===== config.mk =====
export PLATFORM = sky130hd
export DESIGN_NAME = dynamic_priority_scheduler
export DESIGN_NICKNAME = d
export VERILOG_FILES = /design/src/design/dps_pkg.sv /design/src/design/dynamic_priority_scheduler.sv /design/src/design/dps_entry_ram.sv /design/src/design/dps_sched.sv
export SDC_FILE = /design/constraint.sdc
export NUM_CORES = 1
export LEC_CHECK = 0
export ABC_AREA = 0
export ABC_CLOCK_PERIOD_IN_PS = 4650
export BUFFER_PORTS_ARGS = -buffer_cell sky130_fd_sc_hd__clkbuf_2
export CORE_ASPECT_RATIO = 1.1
export CORE_MARGIN = 2
export CORE_UTILIZATION = 48
export CTS_CLUSTER_SIZE = 28
export DETAILED_ROUTE_END_ITERATION = 8
export GPL_TIMING_DRIVEN = 0
export SLEW_MARGIN = 20
export SYNTH_ARGS = -nofsm -noshare
export SYNTH_HDL_FRONTEND = slang
export SYNTH_SLANG_ARGS = --single-unit

===== constraint.sdc =====
create_clock -name clk -period 4.65 [get_ports clk]
set_input_delay 0.6975 -clock clk [delete_from_list [all_inputs] [get_ports clk]]
set_output_delay 0.6975 -clock clk [all_outputs]
set_load 0.03 [all_outputs]

===== src/design/dps_pkg.sv =====
package dps_pkg;

    // Operation codes carried on the input tuser bit.
    localparam logic OP_ADMIT = 1'b0;
    localparam logic OP_TICK  = 1'b1;

    // Event codes reported on the output tuser bits.
    localparam logic [1:0] EV_ADMIT   = 2'd0;
    localparam logic [1:0] EV_SUSPEND = 2'd1;
    localparam logic [1:0] EV_RAN     = 2'd2;
    localparam logic [1:0] EV_IDLE    = 2'd3;

    // Reset value of the admission limit register.
    localparam logic [3:0] SLOT_LIMIT_RESET = 4'd5;

    // Lowest priority that an entry can hold.
    localparam logic signed [9:0] PRIO_FLOOR = -10'sd256;

    // One ready-list entry as it is stored in the entry memory.
    typedef struct packed {
        logic [7:0]        tag;
        logic [7:0]        run_time;
        logic signed [9:0] prio;
    } entry_t;

    // One input transaction, unpacked.
    typedef struct packed {
        logic       op;
        logic [7:0] proc_tag;
        logic [7:0] run_time;
        logic [7:0] start_priority;
    } item_t;

    // One result, handed from the sequencer to the output register.
    typedef struct packed {
        logic [1:0]        event_res;
        logic [7:0]        out_tag;
        logic signed [8:0] time_left;
        logic signed [8:0] new_priority;
        logic              finished;
    } result_t;

endpackage


===== src/design/dynamic_priority_scheduler.sv =====
// Channel  | Direction | Signals                        | Contents
// ---------+-----------+--------------------------------+---------------------------------
// s_*      | in        | s_tvalid s_tready s_tdata s_tuser | process admit or scheduling tick
// m_*      | out       | m_tvalid m_tready m_tdata m_tuser | one result per input transaction
// cfg_*    | in        | cfg_we cfg_wdata               | admission limit (slot_limit)
//
// An admit, or a tick on an empty list, goes straight to handing off its result. A tick
// on a non-empty list scans the entry memory for the highest priority, primes the read
// port, steps over each entry from the winner to the tail to compact the list and
// write the aged entry back, then hands off the result and takes the next transaction.
// Reset clears the sequencer, the list counters and the output valid flag and
// loads the admission limit with 5; the entry memory itself is not cleared.
// A stalled result waits in the output register while the next input
// transaction is already taken and worked on.
module dynamic_priority_scheduler
    import dps_pkg::*;
#(
    parameter int SLOTS = 8
)
(
    input  logic        clk,
    input  logic        rst_n,
    input  logic        s_tvalid,
    output logic        s_tready,
    input  logic [23:0] s_tdata,   // proc_tag[7:0], run_time[15:8], start_priority[23:16]
    input  logic        s_tuser,   // op
    output logic        m_tvalid,
    input  logic        m_tready,
    output logic [31:0] m_tdata,   // out_tag[7:0], time_left[16:8], new_priority[25:17],
                                   // finished[26], zero[31:27]
    output logic [1:0]  m_tuser,   // event_res
    input  logic        cfg_we,
    input  logic [3:0]  cfg_wdata  // slot_limit
);

    localparam int IW = (SLOTS > 1) ? $clog2(SLOTS) : 1;

    logic [3:0]  slot_limit_reg;
    logic        m_tvalid_reg;
    logic [31:0] m_tdata_reg;
    logic [1:0]  m_tuser_reg;

    item_t         item;
    logic          res_valid;
    logic          res_ready;
    result_t       res;
    logic          ram_we;
    logic [IW-1:0] ram_waddr;
    entry_t        ram_wdata;
    logic [IW-1:0] ram_raddr;
    entry_t        ram_rdata;

    // Unpack the input transaction.
    assign item = '{op: s_tuser, proc_tag: s_tdata[7:0], run_time: s_tdata[15:8],
                    start_priority: s_tdata[23:16]};

    // Admission limit register.
    always_ff @(posedge clk or negedge rst_n)
    begin
        if (!rst_n)
        begin
            slot_limit_reg <= SLOT_LIMIT_RESET;
        end
        else if (cfg_we)
        begin
            slot_limit_reg <= cfg_wdata;
        end
    end

    dps_sched #(
        .SLOTS (SLOTS)
    ) u_sched (
        .clk        (clk),
        .rst_n      (rst_n),
        .item_valid (s_tvalid),
        .item_ready (s_tready),
        .item       (item),
        .slot_limit (slot_limit_reg),
        .res_valid  (res_valid),
        .res_ready  (res_ready),
        .res        (res),
        .ram_we     (ram_we),
        .ram_waddr  (ram_waddr),
        .ram_wdata  (ram_wdata),
        .ram_raddr  (ram_raddr),
        .ram_rdata  (ram_rdata)
    );

    dps_entry_ram #(
        .DEPTH (SLOTS)
    ) u_entry_ram (
        .clk   (clk),
        .we    (ram_we),
        .waddr (ram_waddr),
        .wdata (ram_wdata),
        .raddr (ram_raddr),
        .rdata (ram_rdata)
    );

    // Output register: takes a new result whenever it is empty or drained.
    assign res_ready = !m_tvalid_reg || m_tready;

    always_ff @(posedge clk or negedge rst_n)
    begin
        if (!rst_n)
        begin
            m_tvalid_reg <= 1'b0;
        end
        else if (res_ready)
        begin
            m_tvalid_reg <= res_valid;
        end
    end

    always_ff @(posedge clk)
    begin
        if (res_valid && res_ready)
        begin
            m_tdata_reg <= {5'b00000, res.finished, res.new_priority, res.time_left,
                            res.out_tag};
            m_tuser_reg <= res.event_res;
        end
    end

    assign m_tvalid = m_tvalid_reg;
    assign m_tdata  = m_tdata_reg;
    assign m_tuser  = m_tuser_reg;

endmodule


===== src/design/dps_entry_ram.sv =====
module dps_entry_ram
    import dps_pkg::*;
#(
    parameter int DEPTH = 8,
    localparam int AW = (DEPTH > 1) ? $clog2(DEPTH) : 1
)
(
    input  logic          clk,
    input  logic          we,
    input  logic [AW-1:0] waddr,
    input  entry_t        wdata,
    input  logic [AW-1:0] raddr,
    output entry_t        rdata
);

    entry_t mem [DEPTH];
    entry_t rdata_reg;

    // One write port and one registered read port; a read of the address
    // being written returns the old contents.
    always_ff @(posedge clk)
    begin
        if (we)
        begin
            mem[waddr] <= wdata;
        end
        rdata_reg <= mem[raddr];
    end

    assign rdata = rdata_reg;

endmodule


===== src/design/dps_sched.sv =====
module dps_sched
    import dps_pkg::*;
#(
    parameter int SLOTS = 8,
    localparam int IW = (SLOTS > 1) ? $clog2(SLOTS) : 1,
    localparam int CW = $clog2(SLOTS + 1)
)
(
    input  logic          clk,
    input  logic          rst_n,
    input  logic          item_valid,
    output logic          item_ready,
    input  item_t         item,
    input  logic [3:0]    slot_limit,
    output logic          res_valid,
    input  logic          res_ready,
    output result_t       res,
    output logic          ram_we,
    output logic [IW-1:0] ram_waddr,
    output entry_t        ram_wdata,
    output logic [IW-1:0] ram_raddr,
    input  entry_t        ram_rdata
);

    localparam int CMPW = (CW > 4) ? CW : 4;
    localparam logic [CW-1:0] SLOTS_C = CW'(SLOTS);

    typedef enum logic [4:0] {
        S_IDLE     = 5'b00001,
        S_SCAN     = 5'b00010,
        S_SHIFT_RD = 5'b00100,
        S_SHIFT    = 5'b01000,
        S_DONE     = 5'b10000
    } state_t;

    state_t        state_reg;
    logic [CW-1:0] ready_count_reg;
    logic [CW-1:0] admitted_count_reg;
    logic [IW-1:0] idx_reg;
    logic [IW-1:0] best_idx_reg;
    entry_t        best_reg;
    result_t       res_reg;

    logic              accept;
    logic              admit_ok;
    logic [CW-1:0]     last_idx;
    logic [CW-1:0]     idx_ext;
    logic              scan_take;
    logic              at_last;
    logic              keep;
    logic signed [8:0] tl;
    logic signed [9:0] pr;

    // Handshake toward the input and the output register.
    assign item_ready = (state_reg == S_IDLE);
    assign accept     = item_valid && item_ready;
    assign res_valid  = (state_reg == S_DONE);
    assign res        = res_reg;

    // Admission check against the limit register and the list capacity.
    assign admit_ok = (CMPW'(admitted_count_reg) < CMPW'(slot_limit))
                   && (admitted_count_reg < SLOTS_C)
                   && (ready_count_reg < SLOTS_C);

    // Position tracking for the scan and the compaction passes.
    assign last_idx = ready_count_reg - CW'(1);
    assign idx_ext  = CW'(idx_reg);
    assign at_last  = (idx_ext == last_idx);

    // Strict compare keeps the earliest entry on a tie.
    assign scan_take = (idx_reg == '0) || (ram_rdata.prio > best_reg.prio);

    // Aging of the selected entry.
    assign tl   = $signed({1'b0, best_reg.run_time}) - 9'sd1;
    assign keep = (best_reg.run_time > 8'd1);
    assign pr   = (best_reg.prio == PRIO_FLOOR) ? PRIO_FLOOR : best_reg.prio - 10'sd1;

    // Memory port control. Reads run ahead of writes while the compaction pass
    // shifts entries, so each shifted entry is read before its slot is overwritten.
    always_comb
    begin
        ram_we    = 1'b0;
        ram_waddr = idx_reg;
        ram_wdata = '{tag: item.proc_tag, run_time: item.run_time,
                      prio: $signed({2'b00, item.start_priority})};
        ram_raddr = idx_reg;
        unique case (state_reg)
            S_IDLE:
            begin
                ram_raddr = '0;
                if (accept && item.op == OP_ADMIT && admit_ok)
                begin
                    ram_we    = 1'b1;
                    ram_waddr = IW'(ready_count_reg);
                end
            end
            S_SCAN:
            begin
                ram_raddr = idx_reg + IW'(1);
            end
            S_SHIFT_RD:
            begin
                ram_raddr = best_idx_reg + IW'(1);
            end
            S_SHIFT:
            begin
                if (!at_last)
                begin
                    ram_we    = 1'b1;
                    ram_wdata = ram_rdata;
                    ram_raddr = idx_reg + IW'(2);
                end
                else if (keep)
                begin
                    ram_we    = 1'b1;
                    ram_wdata = '{tag: best_reg.tag, run_time: tl[7:0], prio: pr};
                end
            end
            S_DONE:
            begin
                ram_raddr = idx_reg;
            end
            default:
            begin
                ram_raddr = idx_reg;
            end
        endcase
    end

    // Sequencer state and list counters.
    always_ff @(posedge clk or negedge rst_n)
    begin
        if (!rst_n)
        begin
            state_reg          <= S_IDLE;
            ready_count_reg    <= '0;
            admitted_count_reg <= '0;
            idx_reg            <= '0;
            best_idx_reg       <= '0;
        end
        else
        begin
            unique case (state_reg)
                S_IDLE:
                begin
                    if (accept)
                    begin
                        if (item.op == OP_ADMIT)
                        begin
                            if (admit_ok)
                            begin
                                ready_count_reg    <= ready_count_reg + CW'(1);
                                admitted_count_reg <= admitted_count_reg + CW'(1);
                            end
                            state_reg <= S_DONE;
                        end
                        else if (ready_count_reg == '0)
                        begin
                            state_reg <= S_DONE;
                        end
                        else
                        begin
                            idx_reg   <= '0;
                            state_reg <= S_SCAN;
                        end
                    end
                end
                S_SCAN:
                begin
                    if (scan_take)
                    begin
                        best_idx_reg <= idx_reg;
                    end
                    if (at_last)
                    begin
                        state_reg <= S_SHIFT_RD;
                    end
                    else
                    begin
                        idx_reg <= idx_reg + IW'(1);
                    end
                end
                S_SHIFT_RD:
                begin
                    idx_reg   <= best_idx_reg;
                    state_reg <= S_SHIFT;
                end
                S_SHIFT:
                begin
                    if (!at_last)
                    begin
                        idx_reg <= idx_reg + IW'(1);
                    end
                    else
                    begin
                        if (!keep)
                        begin
                            ready_count_reg <= ready_count_reg - CW'(1);
                        end
                        state_reg <= S_DONE;
                    end
                end
                S_DONE:
                begin
                    if (res_ready)
                    begin
                        state_reg <= S_IDLE;
                    end
                end
                default:
                begin
                    state_reg <= S_IDLE;
                end
            endcase
        end
    end

    // Best-entry and result payload registers.
    always_ff @(posedge clk)
    begin
        if (state_reg == S_SCAN && scan_take)
        begin
            best_reg <= ram_rdata;
        end
        if (state_reg == S_IDLE && accept)
        begin
            if (item.op == OP_ADMIT)
            begin
                res_reg <= '{event_res: admit_ok ? EV_ADMIT : EV_SUSPEND,
                             out_tag: item.proc_tag, time_left: '0,
                             new_priority: '0, finished: 1'b0};
            end
            else
            begin
                res_reg <= '{event_res: EV_IDLE, out_tag: '0, time_left: '0,
                             new_priority: '0, finished: 1'b0};
            end
        end
        else if (state_reg == S_SHIFT && at_last)
        begin
            res_reg <= '{event_res: EV_RAN, out_tag: best_reg.tag, time_left: tl,
                         new_priority: pr[8:0], finished: !keep};
        end
    end

    // The ready list never holds more entries than were ever admitted.
    a_ready_le_admitted: assert property (@(posedge clk) disable iff (!rst_n)
        ready_count_reg <= admitted_count_reg)
        else $error("ready list larger than admission count");

    // The admission count stays within the list capacity.
    a_admitted_cap: assert property (@(posedge clk) disable iff (!rst_n)
        admitted_count_reg <= SLOTS_C)
        else $error("admission count above capacity");

    // The admission count is never released.
    a_admitted_mono: assert property (@(posedge clk) disable iff (!rst_n)
        1'b1 |=> admitted_count_reg >= $past(admitted_count_reg))
        else $error("admission count decreased");

    // A finished process leaves the list by exactly one entry.
    a_drop_one: assert property (@(posedge clk) disable iff (!rst_n)
        (state_reg == S_SHIFT && at_last && !keep)
        |=> ready_count_reg == $past(ready_count_reg) - CW'(1))
        else $error("finished process not dropped from the list");

endmodule

==> flow_metrics.env <==
export IMPL_num_antenna_cells=0
export IMPL_p_leak_nw=6.502
export IMPL_drtAntennaViolNets=0
export IMPL_netlist_area_leader_share=0.6167
export IMPL_clock_latency_ps=510
export IMPL_largest_reg_flops=208
export IMPL_routed_wl_um=29520
export IMPL_synth_area_sq_um=14220
export IMPL_post_dp_hpwl_um=20540
export IMPL_startpoint_type="flop"
export IMPL_tns_ps=0
export IMPL_die_w_um=168.1
export IMPL_crit_type="flop to flop"
export IMPL_ys_top_cells_by_area="edfxtp_1 62%, mux2i_1 7.5%, dfrtp_1 3.7%"
export IMPL_setup_violations=0
export IMPL_dieArea_sq_um=31010
export IMPL_reg2regPathDepth=10
export IMPL_end_kind="flop"
export IMPL_r2r_end="u_entry_ram.mem[0][22]"
export IMPL_maxSlewViolCount=0
export IMPL_period_share=0.8952
export IMPL_ys_warn_count=0
export IMPL_max_cap_violations=0
export IMPL_rr_startpoint="u_sched.state_reg[1]"
export IMPL_clockBufferDepth=3
export IMPL_final_cell_area_sq_um=16430
export IMPL_fmax_mhz=240.2
export IMPL_cts_resized_gates=0
export IMPL_drc=0
export IMPL_synth_edf_count=292
export IMPL_post_place_ws_ps=435.9
export IMPL_fp_dieH_um=184.5
export IMPL_fin_skew_ps=11.37
export IMPL_core_area_sq_um=29400
export IMPL_post_route_util=0.5588
export IMPL_wl_per_cell_um=20.38
export IMPL_drt_iter0_drc=610
export IMPL_routabilityCongestion=0.8393
export IMPL_antenna_found_initial=0
export IMPL_vdd_drop_max_mv=0.2387
export IMPL_synth_seq_cells=342
export IMPL_ys_seq_area_frac=0.6959
export IMPL_numCtsBuffers=35
export IMPL_synth_top_flop_cell="edfxtp_1"
export IMPL_first_pass_iters=5
export IMPL_fin_nets=1106
export IMPL_num_vias=7765
export IMPL_path_clk_slew_ps=70
export IMPL_cts_sinks=342
export IMPL_cp_max_fo=15
export IMPL_cp_data_arrival_time_ps=4370
export IMPL_grt_pass1_wl_um=44510
export IMPL_yosysTopAreaCell="edfxtp_1"
export IMPL_num_rows=66
export IMPL_synthCells=933
export IMPL_area_growth_pct=15.54
export IMPL_cp_required_ps=4860
export IMPL_postPlaceCellArea_sq_um=15390
export IMPL_hold_buffers=0
export IMPL_cts_tree="done"
export IMPL_grt_pass1_vias=7594
export IMPL_track_usage=0.1932
export IMPL_grt_max_degree=28
export IMPL_routed_via_density=5.363
export IMPL_cts_root_buf="clkbuf_16"
export IMPL_run_status="finished, final reports clean"
export IMPL_grt_overflow_total=0
export IMPL_io_buffers=64
export IMPL_post_route_min_period_ps=4163
export IMPL_worst_slack_ps=487.5
export IMPL_hold_path_class="input pin to asynchronous set/reset pin"
export IMPL_cts_htree_levels=2
export IMPL_postCtsSetupBuffers=0
export IMPL_drive_gt1_frac=0.1704
export IMPL_initial_core_util=0.4836
export IMPL_avgSynthCellArea_sq_um=15.24
export IMPL_p_per_area_nw_per_um2=605.9
export IMPL_worstMarginPinSlew_ps=1042
export IMPL_rsz0062_at_grt="false"
export IMPL_async_reset_ff_frac=0.07018
export IMPL_reg2reg_slack_ps=490
export IMPL_finalHoldViolations=0
export IMPL_ys_types=59
export IMPL_io_pins=70
export IMPL_finalPower_mw=9.954
export IMPL_slew_headroom=0.3014
[how the worst max path moves through the flow]
stage | from | to | slack, ps | cells past startpoint
floorplan | u_sched.ready_count_reg[0] | u_sched.res[0] | 510 | 8
global placement | s_tuser | u_entry_ram.mem[6][24] | -1150 | 6
detailed placement | s_tuser | u_entry_ram.mem[0][21] | 440 | 7
CTS | u_sched.state_reg[1] | u_entry_ram.mem[0][22] | 480 | 10
global route | u_sched.state_reg[1] | u_entry_ram.mem[0][22] | 240 | 10
finish | u_sched.state_reg[1] | u_entry_ram.mem[0][22] | 490 | 10
[layout make-up]
type	count	area, sq um
tap	374	467.9
sequential	342	9893
clock inverter	14	75.07
inverter	53	198.9
multi-input combinational	492	3938
clock buffer	48	964.7
buffer	50	296.5
timing repair buffer	75	593.1
fill	2339	12970
[cells by family (layout without fill, tap and decap cells)]
logic type / Yosys count / count (layout) / share of synthesized area
flip-flops: 342 / 342 / 0.6959
adder cells (fa/ha/maj): 23 / 23 / 0.02024
AO/OA/AOI/OAI: 119 / 119 / 0.05095
multiplexers: 138 / 138 / 0.1231
AND/OR/NAND/NOR: 182 / 182 / 0.05826
other: 1 / 5 / 0.0002638
XOR/XNOR: 25 / 25 / 0.01646
buffers and inverters: 103 / 240 / 0.03485
[worst max-delay path, cell delays in order, from the launching register on]
cell and delay, ps:
dfrtp_1 360, buf_4 160, nor2_1 200, nand3_1 190, inv_1 220, nand2_1 200, a211oi_1 860, clkbuf_1 470
a22oi_1 390, nor2_4 560, buf_16 230
[synth_stat cells, types with 19 or more instances]
library cell / n
nand2_1: 46
nand3_1: 19
inv_1: 53
ha_1: 23
mux2i_1: 107
nor2_1: 70
a21oi_1: 44
clkbuf_1: 21
dfxtp_1: 26
o21ai_0: 30
edfxtp_1: 292
dfrtp_1: 21
[where the power goes]
part | switching (mW) | internal (mW)
combinational | 1.93 | 1.36
sequential | 0.233 | 3.89
clock | 1.09 | 1.45
total | 3.25 | 6.70
[layout by cell type, fill, tap and decap left out, types with 5 or more instances in the layout]
cell       Yosys  routed
xor2_1        11      11
nor2_4         0       8
o22ai_1       11      11
inv_1         53      53
nand3b_1       9       9
mux4_1        13      13
clkbuf_2       0      64
conb_1         1       5
nand2_1       46      46
mux2i_1      107     107
buf_2         11      11
dfrtp_1       21      21
dfxtp_1       26      26
mux2_2         6       6
nor3_1        12      12
buf_12         1       5
nor2_1        70      62
nand3_1       19      19
a21oi_1       44      42
buf_4         10      10
ha_1          23      23
xnor2_1       13      13
clkinv_1       0       6
mux4_2        12      12
buf_16         0       7
edfxtp_1     292     292
clkbuf_16      0      35
o21ai_0       30      29
clkbuf_1      21      30
[metrics by stage]
step / instances / hold WS [ps]
2_1_floorplan: 937 / 400.3
3_3_place_gp: 1375 / 400.8
3_5_place_dp: 1386 / 404.5
4_1_cts: 1448 / 212.4
5_1_grt: 1448 / 246.6
6_report: 1448 / 205.1
[routing by layer]
layer  part of all wire  track usage  up-vias
met1               0.45       0.2617     3757
met3              0.049      0.02920       47
met5                  0            0        -
met4              0.026      0.06241        0
li1                   -            -     3735
met2               0.48       0.3245      226
Power figures use the tool's default switching activity.
